### src/rtl/core/humidity_temp_frame_decoder_macros.svh
// ----------------------------------------------------------------------------
// humidity_temp_frame_decoder_macros
// assertion helpers shared by the decoder rtl
// ----------------------------------------------------------------------------
`ifndef HUMIDITY_TEMP_FRAME_DECODER_MACROS_SVH
`define HUMIDITY_TEMP_FRAME_DECODER_MACROS_SVH

// antecedent implies consequent in the same cycle
`define HTFD_ASSERT_SAME(label, clk, rst_n, ante, cons) \
	label: assert property (@(posedge clk) disable iff (!rst_n) (ante) |-> (cons)) \
		else $error("htfd assertion failed");

// antecedent implies consequent in the next cycle
`define HTFD_ASSERT_NEXT(label, clk, rst_n, ante, cons) \
	label: assert property (@(posedge clk) disable iff (!rst_n) (ante) |=> (cons)) \
		else $error("htfd assertion failed");

`endif

### src/rtl/core/htfd_pkg.sv
// ----------------------------------------------------------------------------
// htfd_pkg
// types, constants and crc helper for the humidity/temperature frame decoder
// ----------------------------------------------------------------------------
package htfd_pkg;

	localparam int unsigned BYTE_W   = 8;
	localparam int unsigned WORD_W   = 16;
	localparam int unsigned POS_W    = 3;
	localparam int unsigned TEMP_C_W = 15;
	localparam int unsigned HUM_C_W  = 14;
	localparam int unsigned TEMP_P_W = 31;   // 17500 * 16-bit word
	localparam int unsigned HUM_P_W  = 30;   // 10000 * 16-bit word

	localparam logic [BYTE_W-1:0] CRC_POLY = 8'h31;
	localparam logic [BYTE_W-1:0] CRC_INIT = 8'hFF;

	localparam logic [TEMP_C_W-1:0] TEMP_SPAN   = 15'd17500;
	localparam logic [TEMP_C_W-1:0] TEMP_OFFSET = 15'd4500;
	localparam logic [HUM_C_W-1:0]  HUM_SPAN    = 14'd10000;
	localparam logic [WORD_W:0]     FULL_SCALE  = 17'd65535;

	// byte positions within a reply
	localparam logic [POS_W-1:0] POS_TEMP_MSB = 3'd0;
	localparam logic [POS_W-1:0] POS_TEMP_LSB = 3'd1;
	localparam logic [POS_W-1:0] POS_TEMP_CRC = 3'd2;
	localparam logic [POS_W-1:0] POS_HUM_MSB  = 3'd3;
	localparam logic [POS_W-1:0] POS_HUM_LSB  = 3'd4;
	localparam logic [POS_W-1:0] POS_HUM_CRC  = 3'd5;

	typedef enum logic [1:0] {
		STAT_OK       = 2'd0,
		STAT_TEMP_CRC = 2'd1,
		STAT_HUM_CRC  = 2'd2
	} status_t;

	typedef struct packed {
		logic [WORD_W-1:0] temp_word;
		logic [WORD_W-1:0] hum_raw;
		status_t           status;
	} frame_t;

	// one byte through the crc, msb first, no final xor
	function automatic logic [BYTE_W-1:0] crc8_update(
		input logic [BYTE_W-1:0] crc,
		input logic [BYTE_W-1:0] data
	);
		logic [BYTE_W-1:0] c;
		c = crc ^ data;
		for (int i = 0; i < BYTE_W; i++) begin
			c = c[BYTE_W-1] ? ((c << 1) ^ CRC_POLY) : (c << 1);
		end
		return c;
	endfunction

endpackage

### src/rtl/core/htfd_parse.sv
// ----------------------------------------------------------------------------
// htfd_parse
// byte position tracking, word assembly and crc check of one reply
// ----------------------------------------------------------------------------
module htfd_parse (
	input  logic                          clk,
	input  logic                          arst_n,
	input  logic                          take,
	input  logic [htfd_pkg::BYTE_W-1:0]   data_byte,
	input  logic                          frame_start,
	output logic                          frame_done,
	output htfd_pkg::frame_t              frame
);

	logic [htfd_pkg::POS_W-1:0]  pos_q;
	logic [htfd_pkg::BYTE_W-1:0] crc_q;
	logic [htfd_pkg::WORD_W-1:0] temp_q;
	logic [htfd_pkg::WORD_W-1:0] hum_q;
	logic                        temp_bad_q;

	logic [htfd_pkg::POS_W-1:0]  pos;
	logic [htfd_pkg::BYTE_W-1:0] crc_in;
	logic [htfd_pkg::BYTE_W-1:0] crc_next;

	// start flag and out-of-range positions restart at the first byte
	always_comb begin
		if (frame_start || (pos_q > htfd_pkg::POS_HUM_CRC)) begin
			pos = htfd_pkg::POS_TEMP_MSB;
		end else begin
			pos = pos_q;
		end
	end

	assign crc_in   = ((pos == htfd_pkg::POS_TEMP_MSB) || (pos == htfd_pkg::POS_HUM_MSB)) ?
	                  htfd_pkg::CRC_INIT : crc_q;
	assign crc_next = htfd_pkg::crc8_update(crc_in, data_byte);

	always_ff @(posedge clk or negedge arst_n) begin
		if (!arst_n) begin
			pos_q      <= htfd_pkg::POS_TEMP_MSB;
			crc_q      <= htfd_pkg::CRC_INIT;
			temp_q     <= '0;
			hum_q      <= '0;
			temp_bad_q <= 1'b0;
		end else if (take) begin
			unique case (pos)
				htfd_pkg::POS_TEMP_MSB: begin
					temp_q <= {data_byte, 8'h00};
					crc_q  <= crc_next;
				end
				htfd_pkg::POS_TEMP_LSB: begin
					temp_q[htfd_pkg::BYTE_W-1:0] <= data_byte;
					crc_q                        <= crc_next;
				end
				htfd_pkg::POS_TEMP_CRC: begin
					temp_bad_q <= (crc_q != data_byte);
				end
				htfd_pkg::POS_HUM_MSB: begin
					hum_q <= {data_byte, 8'h00};
					crc_q <= crc_next;
				end
				htfd_pkg::POS_HUM_LSB: begin
					hum_q[htfd_pkg::BYTE_W-1:0] <= data_byte;
					crc_q                       <= crc_next;
				end
				default: begin
				end
			endcase
			pos_q <= (pos == htfd_pkg::POS_HUM_CRC) ? htfd_pkg::POS_TEMP_MSB : pos + 3'd1;
		end
	end

	assign frame_done = take && (pos == htfd_pkg::POS_HUM_CRC);

	always_comb begin
		frame.temp_word = temp_q;
		frame.hum_raw   = hum_q;
		priority if (temp_bad_q) begin
			frame.status = htfd_pkg::STAT_TEMP_CRC;
		end else if (crc_q != data_byte) begin
			frame.status = htfd_pkg::STAT_HUM_CRC;
		end else begin
			frame.status = htfd_pkg::STAT_OK;
		end
	end

endmodule

### src/rtl/core/humidity_temp_frame_decoder.sv
// ----------------------------------------------------------------------------
// humidity_temp_frame_decoder
// six-byte sensor reply decoder with crc-8 check and fixed-point conversion
// ----------------------------------------------------------------------------
// Takes one reply byte per cycle on the slave stream while s_axis_tready is
// high (tuser marks the first byte of a reply) and emits one item on the
// master stream after every sixth byte: temperature in 1/100 degC, humidity
// in 1/100 %RH, both raw words and a status (0 ok, 1 temperature crc bad, 2
// humidity crc bad; converted values read 0 on a crc error). The frame of a
// reply is loaded into the frame register at the clock edge that takes its
// last byte and then passes through the multiplier register and the output
// register, whose valid flag drives m_axis_tvalid. Input stays open while a
// result waits, until all three stages hold results.
// ----------------------------------------------------------------------------
`include "humidity_temp_frame_decoder_macros.svh"

module humidity_temp_frame_decoder (
	input  logic        clk,
	input  logic        arst_n,
	input  logic        s_axis_tvalid,
	output logic        s_axis_tready,
	input  logic [7:0]  s_axis_tdata,   // [7:0] data_byte
	input  logic        s_axis_tuser,   // [0] frame_start
	output logic        m_axis_tvalid,
	input  logic        m_axis_tready,
	output logic [63:0] m_axis_tdata,   // [14:0] temperature_centi, [28:15] humidity_centi,
	                                    // [44:29] temperature_raw, [60:45] humidity_raw, zero pad
	output logic [1:0]  m_axis_tuser    // [1:0] frame_status
);

	logic             take;
	logic             frame_done;
	htfd_pkg::frame_t frame;

	logic             v_s1;
	htfd_pkg::frame_t frame_s1;

	logic                          v_s2;
	htfd_pkg::frame_t              frame_s2;
	logic [htfd_pkg::TEMP_P_W-1:0] temp_prod_s2;
	logic [htfd_pkg::HUM_P_W-1:0]  hum_prod_s2;

	logic                          out_valid_q;
	logic [htfd_pkg::TEMP_C_W-1:0] temp_centi_q;
	logic [htfd_pkg::HUM_C_W-1:0]  hum_centi_q;
	logic [htfd_pkg::WORD_W-1:0]   temp_word_q;
	logic [htfd_pkg::WORD_W-1:0]   hum_raw_q;
	htfd_pkg::status_t             status_q;

	logic out_ready;
	logic adv_s2;
	logic adv_s1;

	logic [htfd_pkg::TEMP_C_W-1:0] temp_hi;
	logic [htfd_pkg::HUM_C_W-1:0]  hum_hi;
	logic [htfd_pkg::WORD_W:0]     temp_sum;
	logic [htfd_pkg::WORD_W:0]     hum_sum;
	logic [htfd_pkg::TEMP_C_W-1:0] temp_quot;
	logic [htfd_pkg::HUM_C_W-1:0]  hum_quot;
	logic [htfd_pkg::TEMP_C_W-1:0] temp_centi;
	logic [htfd_pkg::HUM_C_W-1:0]  hum_centi;

	assign out_ready     = !out_valid_q || m_axis_tready;
	assign adv_s2        = !v_s2 || out_ready;
	assign adv_s1        = !v_s1 || adv_s2;
	assign s_axis_tready = adv_s1;
	assign take          = s_axis_tvalid && s_axis_tready;

	htfd_parse u_parse (
		.clk         (clk),
		.arst_n      (arst_n),
		.take        (take),
		.data_byte   (s_axis_tdata),
		.frame_start (s_axis_tuser),
		.frame_done  (frame_done),
		.frame       (frame)
	);

	// x / 65535 = hi + ((hi + lo) >= 65535) where x = hi * 2^16 + lo
	assign temp_hi   = temp_prod_s2[htfd_pkg::TEMP_P_W-1:htfd_pkg::WORD_W];
	assign hum_hi    = hum_prod_s2[htfd_pkg::HUM_P_W-1:htfd_pkg::WORD_W];
	assign temp_sum  = 17'(temp_hi) + 17'(temp_prod_s2[htfd_pkg::WORD_W-1:0]);
	assign hum_sum   = 17'(hum_hi) + 17'(hum_prod_s2[htfd_pkg::WORD_W-1:0]);
	assign temp_quot = temp_hi + 15'(temp_sum >= htfd_pkg::FULL_SCALE);
	assign hum_quot  = hum_hi + 14'(hum_sum >= htfd_pkg::FULL_SCALE);

	always_comb begin
		if (frame_s2.status == htfd_pkg::STAT_OK) begin
			temp_centi = temp_quot - htfd_pkg::TEMP_OFFSET;
			hum_centi  = hum_quot;
		end else begin
			temp_centi = '0;
			hum_centi  = '0;
		end
	end

	always_ff @(posedge clk or negedge arst_n) begin
		if (!arst_n) begin
			v_s1        <= 1'b0;
			v_s2        <= 1'b0;
			out_valid_q <= 1'b0;
		end else begin
			if (adv_s1) begin
				v_s1 <= frame_done;
			end
			if (adv_s2) begin
				v_s2 <= v_s1;
			end
			if (out_ready) begin
				out_valid_q <= v_s2;
			end
		end
	end

	always_ff @(posedge clk) begin
		if (adv_s1 && frame_done) begin
			frame_s1 <= frame;
		end
		if (adv_s2 && v_s1) begin
			frame_s2     <= frame_s1;
			temp_prod_s2 <= 31'(frame_s1.temp_word) * 31'(htfd_pkg::TEMP_SPAN);
			hum_prod_s2  <= 30'(frame_s1.hum_raw) * 30'(htfd_pkg::HUM_SPAN);
		end
		if (out_ready && v_s2) begin
			temp_centi_q <= temp_centi;
			hum_centi_q  <= hum_centi;
			temp_word_q  <= frame_s2.temp_word;
			hum_raw_q    <= frame_s2.hum_raw;
			status_q     <= frame_s2.status;
		end
	end

	assign m_axis_tvalid = out_valid_q;
	assign m_axis_tdata  = {3'b000, hum_raw_q, temp_word_q, hum_centi_q, temp_centi_q};
	assign m_axis_tuser  = status_q;

	`HTFD_ASSERT_SAME(a_err_zero, clk, arst_n,
		out_valid_q && (status_q != htfd_pkg::STAT_OK),
		(temp_centi_q == '0) && (hum_centi_q == '0))
	`HTFD_ASSERT_SAME(a_hum_range, clk, arst_n, out_valid_q,
		hum_centi_q <= htfd_pkg::HUM_SPAN)
	`HTFD_ASSERT_SAME(a_temp_range, clk, arst_n, out_valid_q,
		($signed(temp_centi_q) >= -15'sd4500) && ($signed(temp_centi_q) <= 15'sd13000))
	`HTFD_ASSERT_SAME(a_open_when_empty, clk, arst_n, !v_s1, s_axis_tready)
	`HTFD_ASSERT_NEXT(a_s1_holds, clk, arst_n, v_s1 && !adv_s2, v_s1 && $stable(frame_s1))

endmodule
### config.mk
export PLATFORM = sky130hd
export DESIGN_NAME = humidity_temp_frame_decoder
export DESIGN_NICKNAME = d
export VERILOG_FILES = /design/src/rtl/core/htfd_pkg.sv /design/src/rtl/core/htfd_parse.sv /design/src/rtl/core/humidity_temp_frame_decoder.sv
export VERILOG_INCLUDE_DIRS = /design/src /design/src/rtl/core
export SDC_FILE = /design/constraint.sdc
export NUM_CORES = 1
export LEC_CHECK = 0
export BUFFER_PORTS_ARGS = -buffer_cell sky130_fd_sc_hd__buf_2
export CORE_UTILIZATION = 63
export DETAILED_ROUTE_END_ITERATION = 16
export GPL_TIMING_DRIVEN = 0
export PLACE_DENSITY = 0.79
export SETUP_SLACK_MARGIN = 0.15
export SLEW_MARGIN = 20
export SYNTH_ARGS = -nofsm -noshare
export SYNTH_HDL_FRONTEND = slang
export SYNTH_HIERARCHICAL = 1
export SYNTH_SLANG_ARGS = --single-unit
### constraint.sdc
create_clock -name clk -period 10.72 [get_ports clk]
set_input_delay 1.072 -clock clk [delete_from_list [all_inputs] [get_ports clk]]
set_output_delay 1.072 -clock clk [all_outputs]
set_load 0.005 [all_outputs]
# Yosys cells after proc, flatten, opt, wreduce, memory -nomap -nowiden
# Index checks and enable logic that the tools add are counted.
# classes
magnitude_cmp	3
n_mul	2
mux	14
n_bitwise	9
n_reduce_logical	24
add_sub_neg	6
eq_ne	6
# op_table
operator	n
$mux W6	8
$ge A17 B16 Y1 const B	2
$pmux W8 S2	2
$mul A16 B13 Y29 const B	1
$mul A16 B10 Y26 const B	1
$not A3 Y3	8
$add A14 B16 Y17	1
$add A15 B16 Y17	1
$add A15 B1 Y15	1
$sub A15 B13 Y15 const B	1
$add A14 B1 Y14	1
$reduce_and A2 Y1	6
$mux W8	1
$ne A8 B8 Y1	1
$xor A8 B8 Y8	1
$eq A3 B2 Y1 const B	2
$eq A3 B3 Y1 const B	2
$mux W3	2
$logic_and A1 B1 Y1	5
$logic_or A1 B1 Y1	5
$reduce_bool A2 Y1	2
$reduce_or A4 Y1	1
$add A3 B1 Y3 const B	1
$eq A3 B1 Y1 const B	1
other kinds (5)	7
# totals
out_inout_bits	68
register_bits	233
in_bits	13
word_cells	87

# Longest topological paths before layout
# logic_depth
word_depth	23
ltp_mapped	19
depth_no_buf	19

# Hierarchy
# Netlist, hierarchy kept.
# modules_own_cells
module	cells_per_inst	n_inst	area_each_um2	seq_area_each_um2
humidity_temp_frame_decoder	1099	1	13093.8	5510.3
htfd_parse	213	1	2411.1	1111.1

# Least setup slack after synthesis
# OpenSTA, ideal clock, no wires.
# synth_timing
path_type	register -> register
from	reg frame_s1[28] (netlist bit)
to	reg temp_prod_s2[27] (netlist bit), data pin
setup_time_ps	260
stages_incl_launch_ff	18
required_ps	10460
arrival_time_ps	4432
slack_ps	6028
n_path_buf	0
path_cell_list	edfxtp_1 ha_1 inv_1 fa_1 inv_1 ha_1 fa_1 inv_1 fa_1 inv_1 ha_1 a2111oi_4 o211ai_1 and3_4 o311a_1 o21a_1 o32ai_2 xnor2_1
# synth_via
elab_chain_len	1
# synth_lines
item	line	source
start, declared	humidity_temp_frame_decoder.sv:36	htfd_pkg::frame_t frame_s1;
start signal, assigned	humidity_temp_frame_decoder.sv:117	frame_s1 <= frame;
$mul A16 B13 Y29	humidity_temp_frame_decoder.sv:121	temp_prod_s2 <= 31'(frame_s1.temp_word) * 31'(htfd_pkg::TEMP_SPAN);
end signal, assigned	humidity_temp_frame_decoder.sv:121	
end, declared	humidity_temp_frame_decoder.sv:40	logic [htfd_pkg::TEMP_P_W-1:0] temp_prod_s2;
# Every way passes these cells.
# A chain may end at the register's enable or synchronous reset.

# Final worst setup path
# layout_timing
from	reg frame_s1[6] (netlist bit)
to	reg hum_prod_s2[27] (netlist bit), data pin
# layout_via
elab_chain_len	1
# layout_lines
item	line	source
$mul A16 B10 Y26	humidity_temp_frame_decoder.sv:122	hum_prod_s2 <= 30'(frame_s1.hum_raw) * 30'(htfd_pkg::HUM_SPAN);
end signal, assigned	humidity_temp_frame_decoder.sv:122	
end, declared	humidity_temp_frame_decoder.sv:41	logic [htfd_pkg::HUM_P_W-1:0] hum_prod_s2;
# Every way passes these cells.

==> results by group <==
Status
  – Status: completed

Synth
  – Yosys cell types: 75
  – Post-synthesis sequential area ratio: 42.7%
  – Synthesized flop and latch total: 228
  – Yosys warnings: 6
  – Asr flop ratio synth: 20.6%
  – Post-synth EDFFs: 181
  – Top_reg_cell synth: edfxtp_1
  – Synthesized area per cell: 11.8 sq um
  – Mapped Cells: 1312
  – Post-Syn Area: 0.0155 sq mm

Global routing
  – Vias in the first global route: 9558
  – Initial antenna violation count: 1
  – M1 GR Usage: 32.2%
  – Largest net degree at the start of global routing: 52
  – Met2 Usage GRT: 38.2%
  – Met3 global-route usage: 2.69%
  – GR Util All Layers: 23.1%
  – First-pass GRT wire length: 46.8 mm
  – GRT Residual Overflow: 0
  – Busiest layer in global routing: met2

Floorplan
  – Initial Util: 63.9%
  – Core Area: 0.0242 sq mm
  – Rows: 57
  – Die area: 0.0252 sq mm
  – Overall die width: 159 um
  – Die height: 159 um
  – Ports: 81

Finish
  – Area Overhead vs Synth: 10.7%
  – Layout Nets: 1705
  – Multi-input logic area: 0.00794 sq mm
  – Fin area: 0.0172 sq mm
  – N_diodes: 0
  – Filler cell count: 1710
  – Reg area: 0.00662 sq mm
  – Layout cell share with drive strength beyond 1: 12.4%

STA
  – Final setup viols: 0
  – RSZ-0062 raised after global routing: no
  – Fmax: 192 MHz
  – Slew Limit Fails: 0
  – Tightest Pin Transition: 0.751 ns
  – Final period util: 48.7%
  – Slew Limit Headroom: 49.6%
  – Worst setup margin: 5.50 ns
  – Fin crit period: 5.22 ns
  – TNS Setup: 0 ns
  – Final Skew: 0.0148 ns
  – Final hold violation count: 0

Setup path
  – Worst path top cell family by delay: adder cells
  – CP Max Fanout: 5
  – R2R depth: 19
  – Crit end category: flip-flop
  – CP Depth: 19
  – Critical path buffers and inverters: 6
  – Worst Setup Path Type: reg2reg
  – Critical Path RT: 11.05 ns
  – Startpoint Class: flip-flop
  – Max incr delay on CP: 0.58 ns
  – Critical Path AT: 5.55 ns
  – CP Cell Sequence: inv_1, fa_1, inv_1, ha_1, inv_1, fa_1, inv_1, ha_1, inv_1, fa_1, inv_1, ha_1, and2_1, a31o_2, o21ai_1, a211oi_1, o21ai_0, nor2_1, o311ai_1
  – Critical path's slowest cell: o21ai_0
  – CP most frequent cell: inv_1

Placement
  – RePlAce Congestion: 0.880
  – Post-DP HPWL: 21.7 mm
  – Dpl ws: 5.59 ns
  – Number of I/O port buffers: 70
  – Post-DP Area: 0.0163 sq mm

Power and ir drop
  – Worst VDD drop: 0.000183 V
  – Power density over the cells: 202 mW/mm^2
  – Leakage dissipation: 7.76 nW

Hold path
  – Worst Hold Depth: 0
  – Hold Path Class: reg2reg

Clock tree
  – Cts bufs inserted: 25
  – Clock sinks: 228
  – Worst skew pair latency: 0.53 ns
  – Cts repair resizes: 0
  – Hold buffers post-CTS: 0
  – CTS max path bufs: 3
  – CTS clk-pin slew, worst paths: 0.06 ns
  – CTS HTree Levels: 1
  – Root buf cell: clkbuf_16
  – Post-CTS Setup Bufs: 0
  – CTS tree: built

Routing
  – Starting DRT DRC Count: 494
  – Via/cell ratio: 5.45
  – Router iterations before antenna repair: 5
  – Post-route DRC: 0
  – Routed WL per cell: 16.2 um
  – Routed Antenna Nets: 0
  – Via count: 9581
  – Drt total wl: 28.5 mm

Job
  – Number of max-cap violations: 0
==> logic make-up after synthesis <==
group	count (synthesis)	synth area share, %
adder cells (fa/ha/maj)	278	26.4
AND/OR/NAND/NOR	233	7.55
buffers and inverters	232	6.18
flip-flops	228	42.7
AO/OA/AOI/OAI	215	9.23
XOR/XNOR	102	6.25
multiplexers	23	1.65
other	1	0.0242
==> path summary, 6_finish.rpt <==
kind,slack [ns],to,startpoint
worst min register to register,0.42,hum_raw_q[15],frame_s2[17]
worst min-delay path,0.42,hum_raw_q[15],frame_s2[17]
max in group asynchronous,9.75,u_parse/temp_q[11],arst_n
min in group asynchronous,0.55,u_parse/hum_q[15],arst_n
worst max register to register,5.50,hum_prod_s2[27],frame_s1[6]
worst max-delay path,5.50,hum_prod_s2[27],frame_s1[6]
==> power breakdown <==
group	switching, mW	leakage, nW	internal, mW
Sequential	0.0697	2.24	1.13
Combinational	0.777	5.11	0.649
Clock	0.340	0.400	0.491
==> layout by cell type, fill, tap and decap left out, types with 10 or more instances in the layout <==
cell type / netlist / routed
mux2_2: 20 / 20
xor2_1: 40 / 40
buf_2: 2 / 71
o21a_1: 14 / 14
ha_1: 196 / 196
and2_1: 13 / 10
inv_1: 202 / 202
nor2_1: 68 / 68
a21o_1: 20 / 20
clkbuf_1: 13 / 20
xnor2_1: 56 / 56
a21oi_1: 60 / 60
o21ai_0: 39 / 39
nor3_1: 14 / 14
dfrtp_1: 39 / 39
fa_1: 82 / 82
nand2b_1: 13 / 13
nand2_1: 49 / 49
edfxtp_1: 181 / 181
nand3_1: 23 / 23
clkbuf_16: 0 / 26
a211oi_1: 10 / 10
==> sequential cells by signal, summed over array words and instances, names as in the netlist <==
name,count
frame_s1,34
frame_s2,34
hum_centi_q,14
hum_prod_s2,22
hum_raw_q,16
m_axis_tuser,2
m_axis_tvalid,1
temp_centi_q,15
temp_prod_s2,28
temp_word_q,16
u_parse/crc_q,8
u_parse/hum_q,16
u_parse/pos_q,3
u_parse/temp_bad_q,1
u_parse/temp_q,16
v_s1,1
v_s2,1
==> metal layers <==
metal / share of wire, % / vias up / routed length, um
met5: 0 / - / 0
met4: 2.6 / 0 / 741
met3: 4.4 / 55 / 1250
met2: 47 / 224 / 13400
met1: 46 / 4530 / 13100
li1: - / 4772 / -
==> metrics by stage <==
| step | hold slack, ns | std cells | utilization [%] | total power, mW |
|---|---|---|---|---|
| global placement | 0.402 | 1708 | 67.1 | 2.59 |
| detailed placement | 0.405 | 1711 | 67.4 | 2.63 |
| global route | 0.420 | 1757 | 70.8 | 3.71 |
| CTS | 0.418 | 1757 | 70.8 | 3.48 |
| floorplan | 0.400 | 1314 | - | 2.33 |
| finish | 0.419 | 1757 | 70.8 | 3.46 |
==> cells in the mapped netlist (all sizes together), types with 17 or more instances <==
cell | count | share of area, %
mux2 | 20 | 1.5
dfrtp | 39 | 6.3
o21ai | 44 | 1.4
nand3 | 23 | 0.74
nand2 | 49 | 1.2
edfxtp | 181 | 35
nor3 | 17 | 0.73
a21o | 21 | 1.0
a21oi | 60 | 1.9
fa | 82 | 11
xnor2 | 58 | 3.4
inv | 202 | 4.9
ha | 196 | 16
nor2 | 68 | 1.6
xor2 | 41 | 2.4
==> area by class of cell <==
| cell class | instances | share of cell area (%) |
|---|---|---|
| inverters | 202 | 4.42 |
| flip-flops and latches | 228 | 38.6 |
| clock inverters | 7 | 0.357 |
| repair buffers | 73 | 2.45 |
| well taps | 324 | 2.36 |
| plain buffers | 30 | 1.17 |
| clock buffers | 39 | 4.42 |
| multi-input cells | 854 | 46.2 |
Power figures use the tool's default switching activity.
